## src/hw/rtl/assert_macros.svh

```systemverilog
// assertion macros for the obstacle detector
`ifndef ASSERT_MACROS_SVH
`define ASSERT_MACROS_SVH

`ifndef SYNTHESIS

`define SOD_ASSERT_IMPLIES(label, ante, cons) \
  label: assert property (@(posedge clk) disable iff (!rst_n) (ante) |-> (cons)) \
    else $error("assertion failed");

`define SOD_ASSERT_NEXT(label, ante, cons) \
  label: assert property (@(posedge clk) disable iff (!rst_n) (ante) |=> (cons)) \
    else $error("assertion failed");

`else

`define SOD_ASSERT_IMPLIES(label, ante, cons)

`define SOD_ASSERT_NEXT(label, ante, cons)

`endif

`endif

```

## src/hw/rtl/sod_pkg.sv

```systemverilog
// types and constants shared by the obstacle detector modules
`timescale 1ns / 1ps

package sod_pkg;

  localparam int READING_W = 10;
  localparam int TICK_W    = 16;
  localparam int CFG_IDX_W = 2;
  localparam int CFG_DATA_W = 16;

  localparam logic [CFG_IDX_W-1:0] CFG_THRESHOLD = 2'd0;
  localparam logic [CFG_IDX_W-1:0] CFG_SETTLE    = 2'd1;
  localparam logic [CFG_IDX_W-1:0] CFG_HOLD      = 2'd2;

  localparam logic [READING_W-1:0] THRESHOLD_RST = 10'd100;
  localparam logic [TICK_W-1:0]    SETTLE_RST    = 16'd200;
  localparam logic [TICK_W-1:0]    HOLD_RST      = 16'd1000;
  localparam logic [READING_W-1:0] SAMPLE_RST    = 10'd900;

  typedef struct packed {
    logic [READING_W-1:0] threshold;
    logic [TICK_W-1:0]    settle_ticks;
    logic [TICK_W-1:0]    hold_ticks;
  } sod_cfg_t;

  typedef struct packed {
    logic trigger_level;
    logic near_obstacle;
    logic sampled;
  } sod_res_t;

endpackage

```

## src/hw/rtl/sod_if.sv

```systemverilog
// item channel interfaces for sensor readings and detector results
`timescale 1ns / 1ps

interface sod_in_if
  import sod_pkg::*;
();
  logic                 valid;
  logic                 ready;
  logic [READING_W-1:0] left_reading;
  logic [READING_W-1:0] right_reading;

  modport source (output valid, output left_reading, output right_reading, input ready);
  modport sink (input valid, input left_reading, input right_reading, output ready);
endinterface

interface sod_out_if
  import sod_pkg::*;
();
  logic valid;
  logic ready;
  logic trigger_level;
  logic near_obstacle;
  logic sampled;

  modport source (output valid, output trigger_level, output near_obstacle, output sampled,
                  input ready);
  modport sink (input valid, input trigger_level, input near_obstacle, input sampled,
                output ready);
endinterface

```

## src/hw/rtl/sod_cfg_regs.sv

```systemverilog
// configuration registers with write port
`timescale 1ns / 1ps

module sod_cfg_regs
  import sod_pkg::*;
(
  input  logic                  clk,
  input  logic                  rst_n,
  input  logic                  cfg_we,
  input  logic [CFG_IDX_W-1:0]  cfg_index,
  input  logic [CFG_DATA_W-1:0] cfg_wdata,
  output sod_cfg_t              cfg
);

  sod_cfg_t cfg_r;
  sod_cfg_t cfg_nxt;

  always_comb begin
    cfg_nxt = cfg_r;
    if (cfg_we) begin
      unique case (cfg_index)
        CFG_THRESHOLD: cfg_nxt.threshold    = cfg_wdata[READING_W-1:0];
        CFG_SETTLE:    cfg_nxt.settle_ticks = cfg_wdata[TICK_W-1:0];
        CFG_HOLD:      cfg_nxt.hold_ticks   = cfg_wdata[TICK_W-1:0];
        default:       cfg_nxt = cfg_r;
      endcase
    end
  end

  always_ff @(posedge clk) begin
    if (!rst_n) begin
      cfg_r.threshold    <= THRESHOLD_RST;
      cfg_r.settle_ticks <= SETTLE_RST;
      cfg_r.hold_ticks   <= HOLD_RST;
    end else begin
      cfg_r <= cfg_nxt;
    end
  end

  assign cfg = cfg_r;

endmodule

```

## src/hw/rtl/sod_core.sv

```systemverilog
// input register, trigger sequencer, sample history and obstacle flag
`timescale 1ns / 1ps

module sod_core
  import sod_pkg::*;
(
  input  logic                 clk,
  input  logic                 rst_n,
  input  sod_cfg_t             cfg,
  input  logic                 in_valid,
  output logic                 in_ready,
  input  logic [READING_W-1:0] in_left,
  input  logic [READING_W-1:0] in_right,
  output logic                 res_valid,
  input  logic                 res_ready,
  output sod_res_t             res
);

  localparam logic [1:0] PH_TRIG  = 2'd0;
  localparam logic [1:0] PH_LOWER = 2'd1;
  localparam logic [1:0] PH_WAIT  = 2'd2;

  localparam logic [TICK_W-1:0] TICK_MAX = {TICK_W{1'b1}};

  function automatic logic [TICK_W-1:0] sat_inc(input logic [TICK_W-1:0] v);
    return (v == TICK_MAX) ? TICK_MAX : v + TICK_W'(1);
  endfunction

  // input register
  logic                 s1_valid_r;
  logic [READING_W-1:0] left_r;
  logic [READING_W-1:0] right_r;

  // detector state
  logic [1:0]           phase_r,   phase_nxt;
  logic [TICK_W-1:0]    since_r,   since_nxt;
  logic [TICK_W-1:0]    hold_r,    hold_nxt;
  logic [READING_W-1:0] older_r,   older_nxt;
  logic [READING_W-1:0] newer_r,   newer_nxt;
  logic                 near_r,    near_nxt;
  logic                 trig_r,    trig_nxt;

  logic                 took;
  logic                 adv;
  logic [TICK_W-1:0]    since_inc;
  logic [TICK_W-1:0]    hold_inc;
  logic [READING_W-1:0] min_reading;

  assign adv      = s1_valid_r && res_ready;
  assign in_ready = !s1_valid_r || res_ready;

  always_ff @(posedge clk) begin
    if (!rst_n) begin
      s1_valid_r <= 1'b0;
    end else if (in_ready) begin
      s1_valid_r <= in_valid;
    end
  end

  always_ff @(posedge clk) begin
    if (in_ready && in_valid) begin
      left_r  <= in_left;
      right_r <= in_right;
    end
  end

  assign since_inc   = sat_inc(since_r);
  assign hold_inc    = sat_inc(hold_r);
  assign min_reading = (left_r < right_r) ? left_r : right_r;

  always_comb begin
    phase_nxt = phase_r;
    since_nxt = since_r;
    hold_nxt  = hold_inc;
    older_nxt = older_r;
    newer_nxt = newer_r;
    near_nxt  = near_r;
    trig_nxt  = trig_r;
    took      = 1'b0;
    unique case (phase_r)
      PH_LOWER: begin
        since_nxt = since_inc;
        trig_nxt  = 1'b0;
        phase_nxt = PH_WAIT;
      end
      PH_WAIT: begin
        since_nxt = since_inc;
        if (since_inc > cfg.settle_ticks) begin
          took      = 1'b1;
          older_nxt = newer_r;
          newer_nxt = min_reading;
          if (newer_r < cfg.threshold && min_reading < cfg.threshold) begin
            near_nxt = 1'b1;
            hold_nxt = '0;
          end else if (hold_inc > cfg.hold_ticks) begin
            near_nxt = 1'b0;
          end
          phase_nxt = PH_TRIG;
        end
      end
      default: begin
        trig_nxt  = 1'b1;
        since_nxt = '0;
        phase_nxt = PH_LOWER;
      end
    endcase
  end

  always_ff @(posedge clk) begin
    if (!rst_n) begin
      phase_r <= PH_TRIG;
      since_r <= '0;
      hold_r  <= '0;
      older_r <= SAMPLE_RST;
      newer_r <= SAMPLE_RST;
      near_r  <= 1'b0;
      trig_r  <= 1'b0;
    end else if (adv) begin
      phase_r <= phase_nxt;
      since_r <= since_nxt;
      hold_r  <= hold_nxt;
      older_r <= older_nxt;
      newer_r <= newer_nxt;
      near_r  <= near_nxt;
      trig_r  <= trig_nxt;
    end
  end

  assign res_valid         = s1_valid_r;
  assign res.trigger_level = trig_nxt;
  assign res.near_obstacle = near_nxt;
  assign res.sampled       = took;

endmodule

```

## src/hw/rtl/sonar_obstacle_detector.sv

```systemverilog
// obstacle detector top level: one tick item in, one result item out
// an accepted item is held in the input register, then passes through the
// detector state update into the output register, where out valid rises
// throughput: one item per cycle unless out_ch.ready stalls the output register,
// set by the state update between the input register and the output register
// reset: synchronous active-low rst_n clears the pipeline and the detector
// state and loads the register defaults; items in flight are dropped, none held
`timescale 1ns / 1ps

`include "assert_macros.svh"

module sonar_obstacle_detector
  import sod_pkg::*;
(
  input  logic                  clk,
  input  logic                  rst_n,
  sod_in_if.sink                in_ch,
  sod_out_if.source             out_ch,
  input  logic                  cfg_we,
  input  logic [CFG_IDX_W-1:0]  cfg_index,
  input  logic [CFG_DATA_W-1:0] cfg_wdata
);

  sod_cfg_t cfg;
  sod_res_t res;
  logic     res_valid;
  logic     res_ready;

  logic     out_valid_r;
  sod_res_t out_res_r;

  sod_cfg_regs u_cfg (
    .clk       (clk),
    .rst_n     (rst_n),
    .cfg_we    (cfg_we),
    .cfg_index (cfg_index),
    .cfg_wdata (cfg_wdata),
    .cfg       (cfg)
  );

  sod_core u_core (
    .clk       (clk),
    .rst_n     (rst_n),
    .cfg       (cfg),
    .in_valid  (in_ch.valid),
    .in_ready  (in_ch.ready),
    .in_left   (in_ch.left_reading),
    .in_right  (in_ch.right_reading),
    .res_valid (res_valid),
    .res_ready (res_ready),
    .res       (res)
  );

  // output register
  assign res_ready = !out_valid_r || out_ch.ready;

  always_ff @(posedge clk) begin
    if (!rst_n) begin
      out_valid_r <= 1'b0;
    end else if (res_ready) begin
      out_valid_r <= res_valid;
    end
  end

  always_ff @(posedge clk) begin
    if (res_ready && res_valid) begin
      out_res_r <= res;
    end
  end

  assign out_ch.valid         = out_valid_r;
  assign out_ch.trigger_level = out_res_r.trigger_level;
  assign out_ch.near_obstacle = out_res_r.near_obstacle;
  assign out_ch.sampled       = out_res_r.sampled;

  `SOD_ASSERT_IMPLIES(a_sample_trig_low, out_valid_r && out_res_r.sampled, !out_res_r.trigger_level)
  `SOD_ASSERT_NEXT(a_result_lands, res_valid && res_ready, out_valid_r)
  `SOD_ASSERT_IMPLIES(a_stall_cause, !in_ch.ready, res_valid && out_valid_r && !out_ch.ready)
  `SOD_ASSERT_IMPLIES(a_sample_trig_state, res_valid && res.sampled, !res.trigger_level)

endmodule
```

## src/flat_wrapper.sv

```systemverilog
// flat-port wrapper written by rule: the top's interface ports become plain ports
module sonar_obstacle_detector_flat import sod_pkg::*;
  (clk, rst_n, cfg_we, cfg_index, cfg_wdata, in_ch_valid, in_ch_left_reading, in_ch_right_reading, in_ch_ready, out_ch_valid, out_ch_trigger_level, out_ch_near_obstacle, out_ch_sampled, out_ch_ready);
  sod_in_if in_ch_i ();
  sod_out_if out_ch_i ();
  input  logic clk;
  input  logic rst_n;
  input  logic cfg_we;
  input  logic [CFG_IDX_W-1:0] cfg_index;
  input  logic [CFG_DATA_W-1:0] cfg_wdata;
  input wire logic [$bits(in_ch_i.valid)-1:0] in_ch_valid;
  input wire logic [$bits(in_ch_i.left_reading)-1:0] in_ch_left_reading;
  input wire logic [$bits(in_ch_i.right_reading)-1:0] in_ch_right_reading;
  output wire logic [$bits(in_ch_i.ready)-1:0] in_ch_ready;
  output wire logic [$bits(out_ch_i.valid)-1:0] out_ch_valid;
  output wire logic [$bits(out_ch_i.trigger_level)-1:0] out_ch_trigger_level;
  output wire logic [$bits(out_ch_i.near_obstacle)-1:0] out_ch_near_obstacle;
  output wire logic [$bits(out_ch_i.sampled)-1:0] out_ch_sampled;
  input wire logic [$bits(out_ch_i.ready)-1:0] out_ch_ready;
  assign in_ch_i.valid = in_ch_valid;
  assign in_ch_i.left_reading = in_ch_left_reading;
  assign in_ch_i.right_reading = in_ch_right_reading;
  assign in_ch_ready = in_ch_i.ready;
  assign out_ch_valid = out_ch_i.valid;
  assign out_ch_trigger_level = out_ch_i.trigger_level;
  assign out_ch_near_obstacle = out_ch_i.near_obstacle;
  assign out_ch_sampled = out_ch_i.sampled;
  assign out_ch_i.ready = out_ch_ready;
  sonar_obstacle_detector u_core (.clk(clk), .rst_n(rst_n), .in_ch(in_ch_i), .out_ch(out_ch_i), .cfg_we(cfg_we), .cfg_index(cfg_index), .cfg_wdata(cfg_wdata));
endmodule
```

## config.mk

```make
export PLATFORM = sky130hd
export DESIGN_NAME = sonar_obstacle_detector_flat
export DESIGN_NICKNAME = d
export VERILOG_FILES = /design/src/hw/rtl/sod_pkg.sv /design/src/hw/rtl/sod_if.sv /design/src/hw/rtl/sod_cfg_regs.sv /design/src/hw/rtl/sod_core.sv /design/src/hw/rtl/sonar_obstacle_detector.sv /design/src/flat_wrapper.sv
export VERILOG_INCLUDE_DIRS = /design/src /design/src/hw/rtl
export SDC_FILE = /design/constraint.sdc
export NUM_CORES = 1
export LEC_CHECK = 0
export BUFFER_PORTS_ARGS = -buffer_cell sky130_fd_sc_hd__buf_2
export CORE_MARGIN = 5
export CORE_UTILIZATION = 50
export CTS_CLUSTER_DIAMETER = 100
export DETAILED_ROUTE_END_ITERATION = 8
export PLACE_DENSITY = 0.66
export SYNTH_ARGS = -nofsm -noshare
export SYNTH_HDL_FRONTEND = slang
export SYNTH_HIERARCHICAL = 1
export SYNTH_SLANG_ARGS = --single-unit
```

## constraint.sdc

```tcl
create_clock -name clk -period 8.1 [get_ports clk]
set_input_delay 0.81 -clock clk [delete_from_list [all_inputs] [get_ports clk]]
set_output_delay 0.81 -clock clk [all_outputs]
set_load 0.02 [all_outputs]
```

* Yosys cells after proc, flatten, opt, wreduce, memory -nomap -nowiden *
Cells that the tools add are included.

word-level totals
  register bits after elaboration = 113
  input bits = 43
  output and inout bits = 5
  logic and storage cells = 59

cells by class
  add/subtract/negate cells = 2
  $lt $le $gt $ge = 5
  equality and inequality tests = 7
  multiplexer cells = 15
  reduce and logical (&&, ||, !) cells = 14

operators with widths
  kind                                                 count
  2-to-1 mux 16 bit                                    6
  adder 16 x 1 -> 16 bit, second input constant        2
  equality test 16 bit, second input constant          2
  greater-than comparator 16 bit                       2
  less-than comparator 10 bit                          3
  2-to-1 mux 10 bit                                    1
  AND reduction 2 bit                                  4
  2-to-1 mux 1 bit                                     5
  equality test 2 x 1 -> 1 bit, second input constant  2
  equality test 2 bit, second input constant           2
  one-hot mux 2 bit (2 select lines)                   1
  logical AND 1 bit                                    3
  AND reduction 3 bit                                  1
  zero test 1 bit                                      2
  zero test 2 bit                                      1
  logical OR 1 bit                                     2
  2-to-1 mux 2 bit                                     1
  != test 2 bit, second input constant                 1
  one-hot mux 1 bit (2 select lines)                   1
  OR reduction 2 bit                                   1

* Longest topological paths before layout *
  depth in word-level cells = 7
  depth in mapped cells = 21
  depth with buffers taken out = 19

* By module *
The synthesis kept the hierarchy.

modules (own cells, without submodules)
  module                   instances  cells each  area each (sq um)  seq. area each (sq um)
  sod_core                 1          544         4824.6             1541.5
  sod_cfg_regs             1          165         1655.3             840.8
  sonar_obstacle_detector  1          8           147.6              110.1

* Least setup slack after synthesis *
OpenSTA, ideal clock, no wires.

  path kind = register to register
  start point = register u_core.u_core.left_r[7]
  end point = register u_core.u_core.hold_r[13]
  setup time = 146 ps
  arrival time = 3539 ps
  data required time = 7954 ps
  setup slack = 4416 ps
  cell stages (with the launch flop) = 17
  buffers on the path = 2
  clock period less this slack = 3684 ps
  cell sequence = edfxtp_1 -> ha_1 -> a211oi_1 -> nor2_1 -> or4_4 -> clkbuf_1 -> mux2_2 -> ha_1 -> a21oi_1 -> nor2b_1 -> o21ai_0 -> nand3_1 -> a211oi_1 -> o211ai_4 -> o21ai_2 -> buf_6 -> a311oi_2

on the way
  word-level cells in the longest chain between the ends = 7

RTL lines
  element                                 RTL line         text
  start, declared                         sod_core.sv:31   logic [READING_W-1:0] left_r;
  start signal, assigned                  sod_core.sv:62   left_r <= in_left;
  less-than comparator 10 bit             sod_core.sv:69   assign min_reading = (left_r < right_r) ? left_r : right_r;
  2-to-1 mux 10 bit (*)                   sod_core.sv:69
  named net u_core.u_core.min_reading[7]  sod_core.sv:47   logic [READING_W-1:0] min_reading;
  less-than comparator 10 bit (*)         sod_core.sv:92   if (newer_r < cfg.threshold && min_reading < cfg.threshold) begin
  logical AND 1 bit (*)                   sod_core.sv:92
  2-to-1 mux 16 bit (*)                   sod_core.sv:92
  2-to-1 mux 16 bit (*)                   sod_core.sv:88   if (since_inc > cfg.settle_ticks) begin
  2-to-1 mux 16 bit (*)                   sod_core.sv:80   unique case (phase_r)
  end signal, assigned                    sod_core.sv:121  hold_r <= hold_nxt;
  end, declared                           sod_core.sv:37   logic [TICK_W-1:0] hold_r, hold_nxt;

Mark *: on every way through the listed nets, which the timed path passes. The rest lies on a longest branch.
A chain may end at the register's enable or synchronous reset.

* Final worst setup path *
  start point = register u_core.u_core.since_r[0]
  end point = register u_core.u_core.hold_r[15]

on the way
  word-level cells in the longest chain between the ends = 5
  elaborated cells on any way between the ends = 6
  classes of those cells = add/sub: 1; order compare: 1; eq/ne: 1; mux: 3

RTL lines
  element                                                                RTL line         text
  start, declared                                                        sod_core.sv:36   logic [TICK_W-1:0] since_r, since_nxt;
  start signal, assigned                                                 sod_core.sv:120  since_r <= since_nxt;
  adder 16 x 1 -> 16 bit / equality test 16 bit (equally long branches)  sod_core.sv:26   return (v == TICK_MAX) ? TICK_MAX : v + TICK_W'(1);
  2-to-1 mux 16 bit (*)                                                  sod_core.sv:26
  greater-than comparator 16 bit (*)                                     sod_core.sv:88
  2-to-1 mux 16 bit (*)                                                  sod_core.sv:88
  2-to-1 mux 16 bit (*)                                                  sod_core.sv:80

Every way passes the cells marked *; elsewhere a longest branch is shown, timed or not.

==> run summary <==
relative slew slack: 35.7%
dpl cells: 904
vias: 5114
crit-path cells: ha_1 -> nand3_1 -> nor2_1 -> nand2_1 -> nor3_1 -> nand2b_1 -> nand2_1 -> inv_1 -> ha_1 -> nor2b_1 -> o211ai_1 -> a2111o_1 -> o211ai_1 -> and2_1 -> nand2_1 -> inv_2 -> o211ai_4 -> o21ai_2 -> a21oi_1
GRT overflow: 0
delay-heaviest family, CP: simple AND/OR/NAND/NOR gates
gr busiest metal: met2
CTS resizes: 0
Vias/cell: 5.46
Critical Path Source Type: register
M1 GR Usage: 26.0%
syn nets: 824
row count: 42
setup total negative slack: 0 ps
RSZ-0062 raised after global routing: false
average cell area after synthesis: 9.24 sq um
Worst-Margin Slew: 961 ps
initial antenna violation count: 0
Cell Pwr Density: 194 nW/um^2
Netlist Area Pre-Place: 6630 sq um
Max Clk Rate: 0.221 GHz
Lkg Pwr: 3.30 nW
number of synthesized flops with an enable pin: 23
Syn. warnings: 6
Yosys reg bits: 113
CP arrival: 4780 ps
die area: 15700 sq um
I/O Pins: 48
Worst-Skew Late Latency: 410 ps
Remaining DRCs: 0
HPWL after DPL: 10.8 mm
CTS tree: built
routed wire length: 14.8 mm
Cell Int Power: 1.11 mW
Layout Area Growth over Synthesis: 12.9%
Routed Antenna Nets: 0
clock-pin slew on the worst setup and hold paths: 50 ps
worst stage delay on the critical path: 610 ps
met2 GRT Util: 30.6%
P_sw: 0.336 mW
Fin. Hold Viols: 0
met3 GRT Util: 4.69%
Most common cell on crit path: nand2_1
Root Driver: clkbuf_16
Die Ht: 125 microns
Final min period: 4520 ps
Buf/Inv on CP: 2
Initial Util: 50.4%
worst hold path type: register to register
Layout Cells excl Fill: 936
chip width: 125 microns
critical path peak fanout: 19
CTS Buf Count: 17
Net count, final: 854
Peak VDD IR: 0.155 mV
clk buf depth: 2
Cell variety after synth: 58
critical path type: register to register
max_cap viols: 0
Slew Limit Fails: 0
fin crit share: 55.8%
crit path capture type: register
ys async rst share: 0%
DR pass1 iterations: 4
sw frac: 23.2%
sequential share of power: 41.5%
Ant. Diodes: 0
vias in the first global route: 5131
H-tree depth: 4
Core Footprint: 13100 sq um
largest net degree at the start of global routing: 100
Setup violations, final: 0
total clock sinks: 113
critical path data required time: 8360 ps
clock group share of total power: 49.9%
Hold Buf Count CTS: 0
share of cells above drive strength 1: 14.7%
post-DR wirelength/cell: 15.8 microns
GRT Overall Usage: 19.3%
clk_skew: 9.29 ps
Port Buffers: 47
first-pass GRT wire length: 24.6 mm
Post-synth top flop: dfxtp_1
postcts setup bufs: 0
Iter 0 DRT Violations: 248
Seq/Total Area, Yosys: 37.6%
synthesized instance count: 717
gpl congestion: 0.830
Logic pwr share: 8.5%
outcome: finished, final reports clean
CP max stage cell: o21ai_2
[cell families (layout without fill, tap and decap cells)]
| logic type | count (synthesis) | in the layout | synth area share [%] |
|---|---|---|---|
| xor+xnor | 17 | 17 | 2.25 |
| fa+ha+maj | 64 | 64 | 12.1 |
| flops | 113 | 113 | 37.6 |
| compound gates | 130 | 130 | 14.2 |
| mux | 60 | 60 | 9.36 |
| buf+inv | 99 | 142 | 6.29 |
| simple gates | 234 | 234 | 18.2 |
[registers in the layout (all words and copies together), names as in the netlist]
name / cells
u_core/u_core/near_r: 1
u_core/u_core/right_r: 10
u_core/u_core/res_valid: 1
u_core/out_ch.near_obstacle: 1
u_core/u_cfg/cfg: 42
u_core/u_core/left_r: 10
u_core/u_core/phase_r: 2
u_core/out_ch.valid: 1
u_core/u_core/newer_r: 10
u_core/u_core/trig_r: 1
u_core/out_ch.trigger_level: 1
u_core/u_core/hold_r: 16
u_core/u_core/since_r: 16
u_core/out_ch.sampled: 1
[worst register-to-register path: cells and delay by family, from the launching register on]
family	cells	cell delay (ps)
and+or+nand+nor	9	1910
AOI/OAI and AO/OA	6	1390
adders and majority gates	2	470
DFF	1	410
buffers and inverters	2	180
[through the flow]
stage / total power, mW / cell area (sq um) / hold WS [ps] / util, % / worst slack (ps)
CTS: 1.46 / 7480 / 461 / 57.0 / 3600
floorplan: 0.699 / 6630 / 435 / - / 4420
detailed placement: 0.735 / 6910 / 454 / 52.6 / 3610
finish: 1.45 / 7480 / 460 / 57.0 / 3580
global route: 1.51 / 7480 / 479 / 57.0 / 3160
global placement: 0.729 / 6910 / 448 / 52.6 / 3880
[cell usage in the layout (no fill, tap or decap), drive strengths merged, types with 3 or more instances in the layout]
master	n
a211oi	7
a21boi	7
a21o	5
a21oi	43
a22oi	11
a311oi	10
a31oi	5
and2	10
and3	5
and3b	4
and4	3
buf	49
clkbuf	23
clkinv	4
dfxtp	90
edfxtp	23
ha	64
inv	62
mux2	13
mux2i	47
nand2	95
nand2b	14
nand3	15
nand4	16
nor2	22
nor2b	33
nor3	5
o211a	6
o211ai	7
o21ai	20
o221a	5
or4	3
xnor2	13
xor2	4
[final timing paths]
kind / startpoint / slack (ps) / cells after the start / to
min: u_core/u_cfg/cfg[14]$_SDFFE_PN0P_ / 460 / 2 / u_core/u_cfg/cfg[14]$_SDFFE_PN0P_
max: u_core/u_core/since_r[0]$_SDFFE_PN0P_ / 3580 / 19 / u_core/u_core/hold_r[15]$_SDFFE_PN0P_
min reg2reg: u_core/u_cfg/cfg[14]$_SDFFE_PN0P_ / 460 / 2 / u_core/u_cfg/cfg[14]$_SDFFE_PN0P_
max reg2reg: u_core/u_core/since_r[0]$_SDFFE_PN0P_ / 3580 / 19 / u_core/u_core/hold_r[15]$_SDFFE_PN0P_
[synthesized netlist by cell type, types with 3 or more instances]
cell type	n	area share, %
and2_1	9	0.85
o211a_1	6	0.91
ha_1	64	12
nand2_1	95	5.4
a22oi_1	11	1.2
a21oi_1	43	3.2
a211oi_1	7	0.79
inv_1	60	3.4
o21ai_0	18	1.4
mux2i_1	47	7.1
nand3_1	15	1.1
a21boi_1	4	0.45
xor2_1	4	0.53
a311oi_2	9	2.0
a31oi_1	5	0.47
nor3_1	5	0.38
buf_4	7	0.79
nor2b_1	33	3.1
o211ai_1	6	0.68
a21o_1	5	0.57
buf_2	3	0.23
nand2b_1	13	1.2
and3_1	5	0.47
and3b_1	4	0.53
clkbuf_1	24	1.4
nor2_1	22	1.2
edfxtp_1	23	10
nand4_1	16	1.5
xnor2_1	13	1.7
dfxtp_1	90	27
and4_1	3	0.40
o221a_2	5	0.85
mux2_2	12	2.0
[power by group through the flow]
stage | logic (mW) | clock network, mW | registers, mW
floorplan | 0.0874 | 0 | 0.611
global placement | 0.117 | 0 | 0.612
detailed placement | 0.122 | 0 | 0.613
CTS | 0.124 | 0.738 | 0.602
global route | 0.137 | 0.772 | 0.603
finish | 0.123 | 0.724 | 0.602
[layer usage]
layer	up-vias	share of wire, %
li1	2579	-
met1	2421	49
met2	99	46
met3	15	3.9
met4	0	1.3
met5	-	0
[final cells by class]
type                       instances  area, sq um
clock buffer                      23          469
timing repair buffer              49          250
tap                              176          220
clock inverter                     9          105
inverter                          61          229
multi-input combinational        505         3720
sequential                       113         2490
fill                            1229         5650
(Power assumes the default switching activity.)
